[src/rtl/irc_pkg.sv]
// irc_pkg: shared types, codes and sizes of the inode reference count cache
// no dependencies; imported by every module of the block
`default_nettype none

package irc_pkg;

    localparam int ENTRIES = 16;
    localparam int SLOT_W  = $clog2(ENTRIES);
    localparam int REF_W   = 16;
    localparam logic [REF_W-1:0] REF_MAX = {REF_W{1'b1}};

    // request actions
    localparam logic [1:0] ACT_GET     = 2'd0;
    localparam logic [1:0] ACT_RELEASE = 2'd1;
    localparam logic [1:0] ACT_LOCK    = 2'd2;

    // result status codes
    localparam logic [2:0] ST_HIT        = 3'd0;
    localparam logic [2:0] ST_ALLOCATED  = 3'd1;
    localparam logic [2:0] ST_FULL       = 3'd2;
    localparam logic [2:0] ST_INVALID    = 3'd3;
    localparam logic [2:0] ST_NEEDS_LOAD = 3'd4;
    localparam logic [2:0] ST_LOADED     = 3'd5;
    localparam logic [2:0] ST_RELEASED   = 3'd6;

    typedef struct packed {
        logic [1:0]  action;
        logic [15:0] device;
        logic [31:0] inode_number;
        logic [3:0]  entry_index;
    } t_in_item;

    typedef struct packed {
        logic [3:0]       slot;
        logic [2:0]       status;
        logic [REF_W-1:0] ref_count;
    } t_out_item;

    // commands from the controller to the datapath
    typedef struct packed {
        logic load;
        logic search;
        logic update;
    } t_cmd;

    // operation decided by the search step
    typedef enum logic [2:0] {
        K_HIT,
        K_ALLOC,
        K_FULL,
        K_INVALID,
        K_RELEASE,
        K_LOCK
    } t_kind;

    // low four bits of an entry number
    function automatic logic [3:0] to_slot(input logic [SLOT_W-1:0] s);
        logic [SLOT_W+3:0] ext;
        ext = {4'd0, s};
        return ext[3:0];
    endfunction

endpackage

`default_nettype wire

[src/rtl/irc_ctrl.sv]
// irc_ctrl: sequencing state machine of the inode reference count cache
// depends on irc_pkg
`default_nettype none

module irc_ctrl (
    input  wire          i_clk,
    input  wire          i_rst_n,
    input  wire          start,
    output logic         busy,
    output irc_pkg::t_cmd o_cmd,
    output logic         o_valid
);
    import irc_pkg::*;

    typedef enum logic [2:0] {
        S_IDLE   = 3'b001,
        S_SEARCH = 3'b010,
        S_UPDATE = 3'b100
    } t_state;

    t_state r_state, n_state;
    logic   r_valid;

    assign busy         = (r_state == S_SEARCH);
    assign o_cmd.load   = start && !busy;
    assign o_cmd.search = (r_state == S_SEARCH);
    assign o_cmd.update = (r_state == S_UPDATE);
    assign o_valid      = r_valid;

    always_comb begin
        n_state = r_state;
        unique case (r_state)
            S_IDLE:   n_state = start ? S_SEARCH : S_IDLE;
            S_SEARCH: n_state = S_UPDATE;
            S_UPDATE: n_state = start ? S_SEARCH : S_IDLE;
            default:  n_state = S_IDLE;
        endcase
    end

    always_ff @(posedge i_clk) begin
        if (!i_rst_n) begin
            r_state <= S_IDLE;
            r_valid <= 1'b0;
        end else begin
            r_state <= n_state;
            r_valid <= o_cmd.update;
        end
    end

endmodule

`default_nettype wire

[src/rtl/irc_datapath.sv]
// irc_datapath: entry table, associative search and count update
// depends on irc_pkg; driven by irc_ctrl commands
`default_nettype none

module irc_datapath (
    input  wire               i_clk,
    input  wire               i_rst_n,
    input  irc_pkg::t_cmd     i_cmd,
    input  irc_pkg::t_in_item i_item,
    output irc_pkg::t_out_item o_result
);
    import irc_pkg::*;

    // entry table
    logic [15:0]      r_dev    [ENTRIES];
    logic [31:0]      r_ino    [ENTRIES];
    logic [REF_W-1:0] r_refs   [ENTRIES];
    logic             r_loaded [ENTRIES];

    // request and search results
    t_in_item         r_req;
    t_kind            r_kind, n_kind;
    logic [SLOT_W-1:0] r_slot, n_slot;
    logic [3:0]       r_oslot, n_oslot;
    t_out_item        r_out, n_out;

    // search step
    logic [SLOT_W-1:0] match_idx, free_idx, req_idx;
    logic              any_match, any_free, idx_bad;
    logic [SLOT_W+3:0] idx_ext;

    // update step
    logic [REF_W-1:0] cur_ref, wr_ref;
    logic             cur_loaded;
    logic             ref_we, loaded_we, loaded_wd, ident_we;

    assign idx_ext = {{SLOT_W{1'b0}}, r_req.entry_index};
    assign req_idx = idx_ext[SLOT_W-1:0];
    assign idx_bad = ({28'd0, r_req.entry_index} >= 32'(ENTRIES));

    // lowest live match and lowest free entry
    always_comb begin
        match_idx = '0;
        free_idx  = '0;
        any_match = 1'b0;
        any_free  = 1'b0;
        for (int i = ENTRIES - 1; i >= 0; i--) begin
            if (r_refs[i] != '0 && r_dev[i] == r_req.device
                    && r_ino[i] == r_req.inode_number) begin
                match_idx = SLOT_W'(i);
                any_match = 1'b1;
            end
            if (r_refs[i] == '0) begin
                free_idx = SLOT_W'(i);
                any_free = 1'b1;
            end
        end
    end

    always_comb begin
        n_kind  = K_INVALID;
        n_slot  = '0;
        n_oslot = 4'd0;
        unique case (r_req.action)
            ACT_GET: begin
                if (any_match) begin
                    n_kind  = K_HIT;
                    n_slot  = match_idx;
                    n_oslot = to_slot(match_idx);
                end else if (any_free) begin
                    n_kind  = K_ALLOC;
                    n_slot  = free_idx;
                    n_oslot = to_slot(free_idx);
                end else begin
                    n_kind = K_FULL;
                end
            end
            ACT_RELEASE, ACT_LOCK: begin
                n_oslot = r_req.entry_index;
                n_slot  = req_idx;
                if (idx_bad) begin
                    n_kind = K_INVALID;
                end else if (r_req.action == ACT_RELEASE) begin
                    n_kind = K_RELEASE;
                end else begin
                    n_kind = K_LOCK;
                end
            end
            default: begin
                n_kind = K_INVALID;
            end
        endcase
    end

    // read-modify-write of the addressed entry
    assign cur_ref    = r_refs[r_slot];
    assign cur_loaded = r_loaded[r_slot];

    always_comb begin
        wr_ref    = cur_ref;
        ref_we    = 1'b0;
        loaded_we = 1'b0;
        loaded_wd = 1'b0;
        ident_we  = 1'b0;
        n_out     = '{slot: r_oslot, status: ST_INVALID, ref_count: '0};
        unique case (r_kind)
            K_HIT: begin
                wr_ref = (cur_ref == REF_MAX) ? cur_ref : cur_ref + 1'b1;
                ref_we = 1'b1;
                n_out.status    = ST_HIT;
                n_out.ref_count = wr_ref;
            end
            K_ALLOC: begin
                wr_ref    = REF_W'(1);
                ref_we    = 1'b1;
                loaded_we = 1'b1;
                ident_we  = 1'b1;
                n_out.status    = ST_ALLOCATED;
                n_out.ref_count = wr_ref;
            end
            K_FULL: begin
                n_out.status = ST_FULL;
            end
            K_RELEASE: begin
                wr_ref = (cur_ref == '0) ? cur_ref : cur_ref - 1'b1;
                ref_we = 1'b1;
                n_out.status    = ST_RELEASED;
                n_out.ref_count = wr_ref;
            end
            K_LOCK: begin
                if (cur_ref == '0) begin
                    n_out.status = ST_INVALID;
                end else if (cur_loaded) begin
                    n_out.status    = ST_LOADED;
                    n_out.ref_count = cur_ref;
                end else begin
                    loaded_we       = 1'b1;
                    loaded_wd       = 1'b1;
                    n_out.status    = ST_NEEDS_LOAD;
                    n_out.ref_count = cur_ref;
                end
            end
            default: begin
                n_out.status = ST_INVALID;
            end
        endcase
    end

    always_ff @(posedge i_clk) begin
        if (!i_rst_n) begin
            for (int i = 0; i < ENTRIES; i++) begin
                r_refs[i]   <= '0;
                r_loaded[i] <= 1'b0;
            end
        end else if (i_cmd.update) begin
            if (ref_we) begin
                r_refs[r_slot] <= wr_ref;
            end
            if (loaded_we) begin
                r_loaded[r_slot] <= loaded_wd;
            end
        end
    end

    always_ff @(posedge i_clk) begin
        if (i_cmd.update && ident_we) begin
            r_dev[r_slot] <= r_req.device;
            r_ino[r_slot] <= r_req.inode_number;
        end
        if (i_cmd.load) begin
            r_req <= i_item;
        end
        if (i_cmd.search) begin
            r_kind  <= n_kind;
            r_slot  <= n_slot;
            r_oslot <= n_oslot;
        end
        if (i_cmd.update) begin
            r_out <= n_out;
        end
    end

    assign o_result = r_out;

endmodule

`default_nettype wire

[src/rtl/inode_refcount_cache.sv]
// inode_refcount_cache: top level of the inode reference count cache
// depends on irc_pkg, irc_ctrl and irc_datapath
`default_nettype none

// usage
// - request channel: drive i_item and raise start; the item is taken at a
//   rising edge where start is high and busy is low
// - actions: get by device and inode number, release an entry, lock an entry
// - result channel: o_result holds slot, status and count, and o_valid marks
//   it for exactly one cycle; there is no back-pressure, the receiver must
//   take it in that cycle
// - steps: after the accepting edge, an associative search over all entries,
//   then a read-modify-write on the chosen entry; o_result and o_valid are
//   registered at the end of the update
// - overlap: busy is high only during the search cycle, so the next item is
//   taken while the count update of the previous one is written
// - the search compares every live entry in parallel and picks the lowest
//   match or the lowest free entry, so the table size sets its depth
// - reset (synchronous, active low) clears every count and loaded mark at
//   once; device and inode fields are left as they are and are only looked
//   at for entries with a nonzero count
// - no clearing pass: the block can take an item right after reset is released

module inode_refcount_cache (
    input  wire                i_clk,
    input  wire                i_rst_n,
    input  wire                start,
    output logic               busy,
    input  irc_pkg::t_in_item  i_item,
    output logic               o_valid,
    output irc_pkg::t_out_item o_result
);
    import irc_pkg::*;

    t_cmd cmd;

    // sequencing: idle, search, update
    irc_ctrl u_ctrl (
        .i_clk   (i_clk),
        .i_rst_n (i_rst_n),
        .start   (start),
        .busy    (busy),
        .o_cmd   (cmd),
        .o_valid (o_valid)
    );

    // entry table, compare and count arithmetic
    irc_datapath u_dp (
        .i_clk    (i_clk),
        .i_rst_n  (i_rst_n),
        .i_cmd    (cmd),
        .i_item   (i_item),
        .o_result (o_result)
    );

`ifndef SYNTHESIS
    // an accepted item always enters search in the cycle after it is taken
    a_accept_busy: assert property (@(posedge i_clk) disable iff (!i_rst_n)
        (start && !busy) |=> busy)
        else $error("accepted item did not enter search");

    // search is never held; busy is low in the cycle after it is high
    a_busy_one: assert property (@(posedge i_clk) disable iff (!i_rst_n)
        busy |=> !busy)
        else $error("search held for more than one cycle");

    // a result follows every search, after the update step
    a_result_after_search: assert property (@(posedge i_clk) disable iff (!i_rst_n)
        busy |=> ##1 o_valid)
        else $error("result missing after search");

    // no result unless a search came before its update step
    a_no_spurious: assert property (@(posedge i_clk) disable iff (!i_rst_n)
        o_valid |-> $past(busy, 2))
        else $error("result without a search");

    // results never come back to back
    a_valid_gap: assert property (@(posedge i_clk) disable iff (!i_rst_n)
        o_valid |=> !o_valid)
        else $error("two results in consecutive cycles");
`endif

endmodule

`default_nettype wire

[config.mk]
export PLATFORM = sky130hd
export DESIGN_NAME = inode_refcount_cache
export DESIGN_NICKNAME = d
export VERILOG_FILES = /design/src/rtl/irc_pkg.sv /design/src/rtl/irc_ctrl.sv /design/src/rtl/irc_datapath.sv /design/src/rtl/inode_refcount_cache.sv
export SDC_FILE = /design/constraint.sdc
export NUM_CORES = 2
export LEC_CHECK = 0
export ABC_AREA = 0
export BUFFER_PORTS_ARGS = -buffer_cell sky130_fd_sc_hd__buf_2
export CELL_PAD_IN_SITES_DETAIL_PLACEMENT = 1
export CELL_PAD_IN_SITES_GLOBAL_PLACEMENT = 2
export CORE_MARGIN = 2
export CORE_UTILIZATION = 49
export CTS_BUF_LIST = sky130_fd_sc_hd__clkbuf_2
export CTS_CLUSTER_SIZE = 10
export DETAILED_ROUTE_END_ITERATION = 7
export PLACE_DENSITY = 0.95
export RECOVER_POWER = 25
export SYNTH_ARGS = -nofsm -noshare
export SYNTH_HDL_FRONTEND = slang
export SYNTH_SLANG_ARGS = --single-unit
[constraint.sdc]
create_clock -name i_clk -period 6.8 [get_ports i_clk]
set_clock_uncertainty 0.1 [all_clocks]
set_input_delay 1.36 -clock i_clk [delete_from_list [all_inputs] [get_ports i_clk]]
set_output_delay 1.36 -clock i_clk [all_outputs]
set_load 0.01 [all_outputs]
Yosys cells after proc, flatten, opt, wreduce, memory -nomap -nowiden
Memory sizes are Yosys's and may differ from the RTL's. A register that Yosys moved wholly into a read port is not among the register bits. Cells that the tools add are included.

Input bits: 57. RAM bits: 1040. Bits in registers: 88. Memories kept: 4. Logic and storage cells: 240. Bits in read-only memories: 0. Latch bits: 0.

Memory list: u_dp.r_ino (words 16, width 32, read ports 16, clocked after memory_dff 0, write ports 1, RTL line irc_datapath.sv:16) `logic [31:0] r_ino [ENTRIES];`; u_dp.r_dev (words 16, width 16, read ports 16, clocked after memory_dff 0, write ports 1, RTL line irc_datapath.sv:15) `logic [15:0] r_dev [ENTRIES];`; u_dp.r_refs (words 16, width 16, read ports 17, clocked after memory_dff 1, write ports 16, RTL line irc_datapath.sv:17) `logic [REF_W-1:0] r_refs [ENTRIES];`; u_dp.r_loaded (words 16, width 1, read ports 1, clocked after memory_dff 1, write ports 16, RTL line irc_datapath.sv:18) `logic r_loaded [ENTRIES];`.

Order comparisons: 0. Shifts and indexed selects: 0. Reductions and logical operators: 75. Bitwise gates (word level): 0. Equality and inequality tests: 42. Multiply operators: 0. Add/subtract/negate cells: 2. Multiplexer cells: 106. Divide/modulo/power cells: 0.

Operators with widths (number): 32-bit equality test (16); 16-bit logical NOT (17); 16-bit equality test (16); 16-bit nonzero test (16); 4-bit 2-to-1 mux (38); 16-bit 2-to-1 mux (4); 16-bit case mux with 4 select lines (1); 1-bit 2-to-1 mux (52); 16-bit case mux with 3 select lines (1); 1-bit logical AND (34); 17-bit 2-to-1 mux (1); 16-bit by 1-bit adder with 16-bit output, second input constant (1); 16-bit equality test, second input constant (1); 16-bit OR reduction (1); 16-bit by 1-bit subtractor with 16-bit output, second input constant (1); 3-bit case mux with 5 select lines (1); 3-bit case mux with 2 select lines (2); 3-bit equality test, second input constant (3); 4-bit case mux with 2 select lines (1); 3-bit by 1-bit equality test with 1-bit output, second input constant (2); 3-bit by 2-bit equality test with 1-bit output, second input constant (2); 3-bit 2-to-1 mux (2); 2-bit 2-to-1 mux (2); 2-bit OR reduction (2); other kinds (8) (8).

Logic depth before layout (Yosys ltp)
An unclocked memory read counts as a cell.

Depth after elaboration: 23. Gate-level depth with buffers: 17. Depth with buffers taken out: 12.

Cells and area by module
From an unflattened synthesis, not the netlist that was laid out.

Cells, all modules: 3288. Area, all modules: 49668.9 um2.

Modules (own cells, without submodules): irc_datapath (area an instance 49490.0 um2, times used 1, cells each 3272, seq. area each 33672.3 um2); irc_ctrl (area an instance 178.9 um2, times used 1, cells each 16, seq. area each 80.1 um2).

Worst setup path before layout
No wires, ideal clock.

Kind: register -> register. From: reg u_ctrl.r_state[2]. To: mem u_dp.r_dev[11][0], enable pin. Cell stages (with the launch flop): 5. Setup time: 0.454 ns. Slack: 1.226 ns. Data required time: 6.246 ns. Arrival: 5.021 ns. Buffers on the path: 1. Cells stage by stage: dfxtp_1 nor3b_1 nand3_1 clkbuf_1 nor2_1.

RTL lines: start, declared (RTL line irc_ctrl.sv:21) `t_state r_state, n_state;`; start signal, assigned (RTL line irc_ctrl.sv:45) `r_state <= n_state;`; end, declared (RTL line irc_datapath.sv:15).

==> flow_summary.yaml <==
floorplan:
  die_y_um: 320
  initial_core_util: 0.492
  io_pins: 82
  core_area_mm2: 0.0996
  die_area_mm2: 0.103
  die_x_um: 320
  rows: 116
hold_path:
  min_path_type: "flop to flop"
  min_from: "u_ctrl.r_state[1]$_SDFF_PN0_"
  worstHoldEndpoint: "u_ctrl.r_state[1]$_SDFF_PN0_"
  min_delay_path_depth: 1
power:
  power.density_mw_per_mm2: 249
  sw_frac_of_total: 0.276
  pwr-share-seq: 0.579
  p_leak_uw: 0.0185
  pwr-share-clk: 0.356
  ir_drop_v: 0.000192
  switchingPower_uw: 3750
  p_int_uw: 9830
  power_frac_comb: 0.066
final_layout:
  regArea_mm2: 0.0338
  multiInputGateArea_mm2: 0.0145
  nFillCells: 9708
  final_cell_mix: "edfxtp_1, xor2_1, clkbuf_2"
  synthToLayoutAreaGrowth_pct: 11.0
  design_area_mm2: 0.0544
  drive_gt1_frac: 0.199
  final_common_cell: "edfxtp_1"
  finalNetCount: 3688
worst_setup_path:
  cpPeakStageDelay_ns: 1.47
  cp_max_fo: 20
  cp_top_family: "compound AO/OA/AOI/OAI gates"
  cp_slowest_cell: "clkbuf_1"
  path_buf_inv: 1
  rrSetupSlack_ns: 0.53
  critPathRequiredTime_ns: 7.98
  crit_arrival_ns: 7.45
  endpoint_kind: "flop"
  path_cells: "clkbuf_1 > xor2_1 > nor4_1 > nand3_1 > nor4_2 > nor3_1 > a2111oi_1 > o2111ai_1 > a31oi_1"
  critPathKind: "flop to flop"
  reg2reg_from: "u_dp.r_req[41]$_DFFE_PP_"
  reg2reg_depth: 9
  cp-start-kind: "flop"
timing:
  hold_viol: 0
  relSlewSlack: -0.428
  fin_crit_ns: 6.27
  worst_pin_slew_ns: 2.14
  period_share: 0.922
  fmax_mhz: 159
  drv_slew: 153
  rsz0062_at_grt: "false"
  finalSetupTns_ns: 0
  setup_viol: 0
drt:
  via_per_inst: 6.28
  dr.pass1.iters: 5
  met1_length_mm: 58.3
  drt_iter0_drc: 3639
  dr_total_vias: 32100
  post_drt_wl_per_cell_um: 32.0
  wl_met3_mm: 15.3
  route.detailed.drc: 0
  met2_length_mm: 80.6
  drt-total-wl_mm: 164
  top_layer_used: "met5"
  detail-route-antenna-nets: 0
status:
  violations: "capacitance limit, slew limit"
  status: "complete, but fails checks"
global_route:
  track_usage: 0.319
  grt_pass1_wl_mm: 236
  gr-total-overflow: 0
  grt_antenna_before_repair: 4
  grt_max_degree: 55
  first_global_vias: 34500
logic_synthesis:
  synth_nets: 3296
  ys_ff_latch: 1132
  syn_area_mm2: 0.0490
  synth_cells: 3234
  synth_edf_count: 1108
  async_flop_share: 0
  ys_seq_area_frac: 0.689
  yosysWarnings: 0
  synth-main-ff-cell: "edfxtp_1"
  avgSynthCellArea_um2: 15.2
  synth_cell_type_count: 79
placement:
  placed_area_mm2: 0.0516
  routabilityCongestion: 0.924
  dp_hpwl_mm: 102
  numPortBuffers: 81
clocking:
  worstSkewPairLatency_ns: 1.55
  cts-htree-levels: 5
  numCtsBuffers: 300
  cts_tree: "done"
  clock-root-buffer: "clkbuf_2"
  cts_sinks: 1132
  cts_resized: 0
  clk_path_buf_depth: 4
  path_clk_slew_ns: 0.11
flow_run:
  maxCapViolCount: 7
==> registers in the layout, indices dropped and copies added (netlist names), named ones only <==
name	flops
u_dp.r_ino	512
u_dp.r_dev	256
u_dp.r_refs	256
u_dp.r_req	50
u_dp.o_result	23
u_dp.r_loaded	16
u_dp.r_slot	4
u_dp.req_idx	4
u_ctrl.r_state	3
u_dp.r_kind	3
u_ctrl.o_valid	1
==> final cells by class <==
class,instances,area share
clock inverters,67,0.00692
well taps,1298,0.0298
multi-input cells,1903,0.267
clock buffers,427,0.0393
repair buffers,275,0.0355
diodes,2,0.0000920
flip-flops and latches,1132,0.620
inverters,14,0.000966
==> cell families (layout without fill, tap and decap cells) <==
kind of cell               count (synthesis)  after routing  synth area share
AOI/OAI and AO/OA                        133            133            0.0197
xor gates and xnor gates                 778            778             0.139
adders and majority gates                  5              5           0.00128
buffers and inverters                    199            783            0.0185
DFF                                     1132           1132             0.689
muxes                                    111            111            0.0415
other                                      0              2                 0
and+or+nand+nor                          876            876            0.0915
==> cells in the mapped netlist, types with 5 or more instances <==
| master | number | area [um^2] |
|---|---|---|
| a211oi_1 | 6 | 45.0 |
| a21oi_1 | 11 | 55.1 |
| a31oi_1 | 9 | 56.3 |
| and3_1 | 8 | 50.1 |
| and4_1 | 5 | 43.8 |
| buf_1 | 8 | 30.0 |
| buf_2 | 74 | 370 |
| buf_6 | 7 | 78.8 |
| clkbuf_1 | 92 | 345 |
| dfxtp_1 | 24 | 480 |
| edfxtp_1 | 1108 | 33300 |
| ha_1 | 5 | 62.6 |
| inv_1 | 10 | 37.5 |
| mux2_2 | 13 | 146 |
| mux2i_1 | 25 | 250 |
| mux4_2 | 72 | 1620 |
| nand2_1 | 101 | 379 |
| nand2b_1 | 7 | 43.8 |
| nand3_1 | 50 | 250 |
| nand4_1 | 97 | 607 |
| nor2_1 | 291 | 1090 |
| nor2b_1 | 13 | 81.3 |
| nor3_1 | 33 | 165 |
| nor4_1 | 231 | 1450 |
| o211ai_1 | 21 | 158 |
| o21ai_0 | 23 | 115 |
| o31ai_1 | 21 | 158 |
| or3_1 | 5 | 31.3 |
| or4_1 | 9 | 67.6 |
| xnor2_1 | 175 | 1530 |
| xor2_1 | 603 | 5280 |
==> power groups by stage <==
stage | logic (uW) | clock network, uW | registers (uW)
2_1_floorplan | 493 | 0 | 7940
4_1_cts | 878 | 4740 | 7850
3_5_place_dp | 844 | 0 | 8010
3_3_place_gp | 801 | 0 | 8000
5_1_grt | 922 | 5200 | 7860
6_report | 889 | 4830 | 7860
==> layer usage <==
| metal | up-vias | GRT usage |
|---|---|---|
| li1 | 13000 | - |
| met1 | 16400 | 0.386 |
| met2 | 2159 | 0.528 |
| met4 | 4 | 0.188 |
| met3 | 540 | 0.0681 |
| met5 | - | 0 |
==> timing repair <==
action / CTS / global route
hold buffers: 55 / 0
buffers inserted: 0 / 0
hold endpoints to repair: 56 / 0
==> worst register-to-register path: cells and delay by family (launching register included) <==
kind,cells,cell delay (ns)
buf+inv,1,1.47
simple gates,4,1.89
compound gates,3,1.91
flops,1,0.46
xor+xnor,1,0.23
==> worst max-delay path by stage <==
stage	from	endpoint	slack [ns]	cells past startpoint
after floorplan	u_ctrl.r_state[2]$_SDFF_PN0_	u_dp.r_dev[11][0]$_DFFE_PP_	1.23	4
after global placement	u_dp.r_req[10]$_DFFE_PP_	flop	1.69	9
after detailed placement	u_dp.r_req[6]$_DFFE_PP_	flop	1.49	9
after CTS	u_dp.r_req[33]$_DFFE_PP_	flop	1.25	10
after global routing	u_dp.r_req[30]$_DFFE_PP_	flop	0.46	9
final	u_dp.r_req[41]$_DFFE_PP_	flop	0.53	9
==> through the flow <==
stage               worst slack, ns  hold slack, ns  cells  utilization  power, uW
detailed placement             1.49           0.382   4567        0.518       8850
global route                  0.464           0.316   5118        0.547      14000
CTS                            1.25           0.174   5116        0.549      13500
global placement               1.69           0.360   4567        0.518       8800
floorplan                      1.23           0.324   3234            -       8440
finish                        0.529           0.386   5118        0.547      13600
Power figures use the tool's default switching activity.
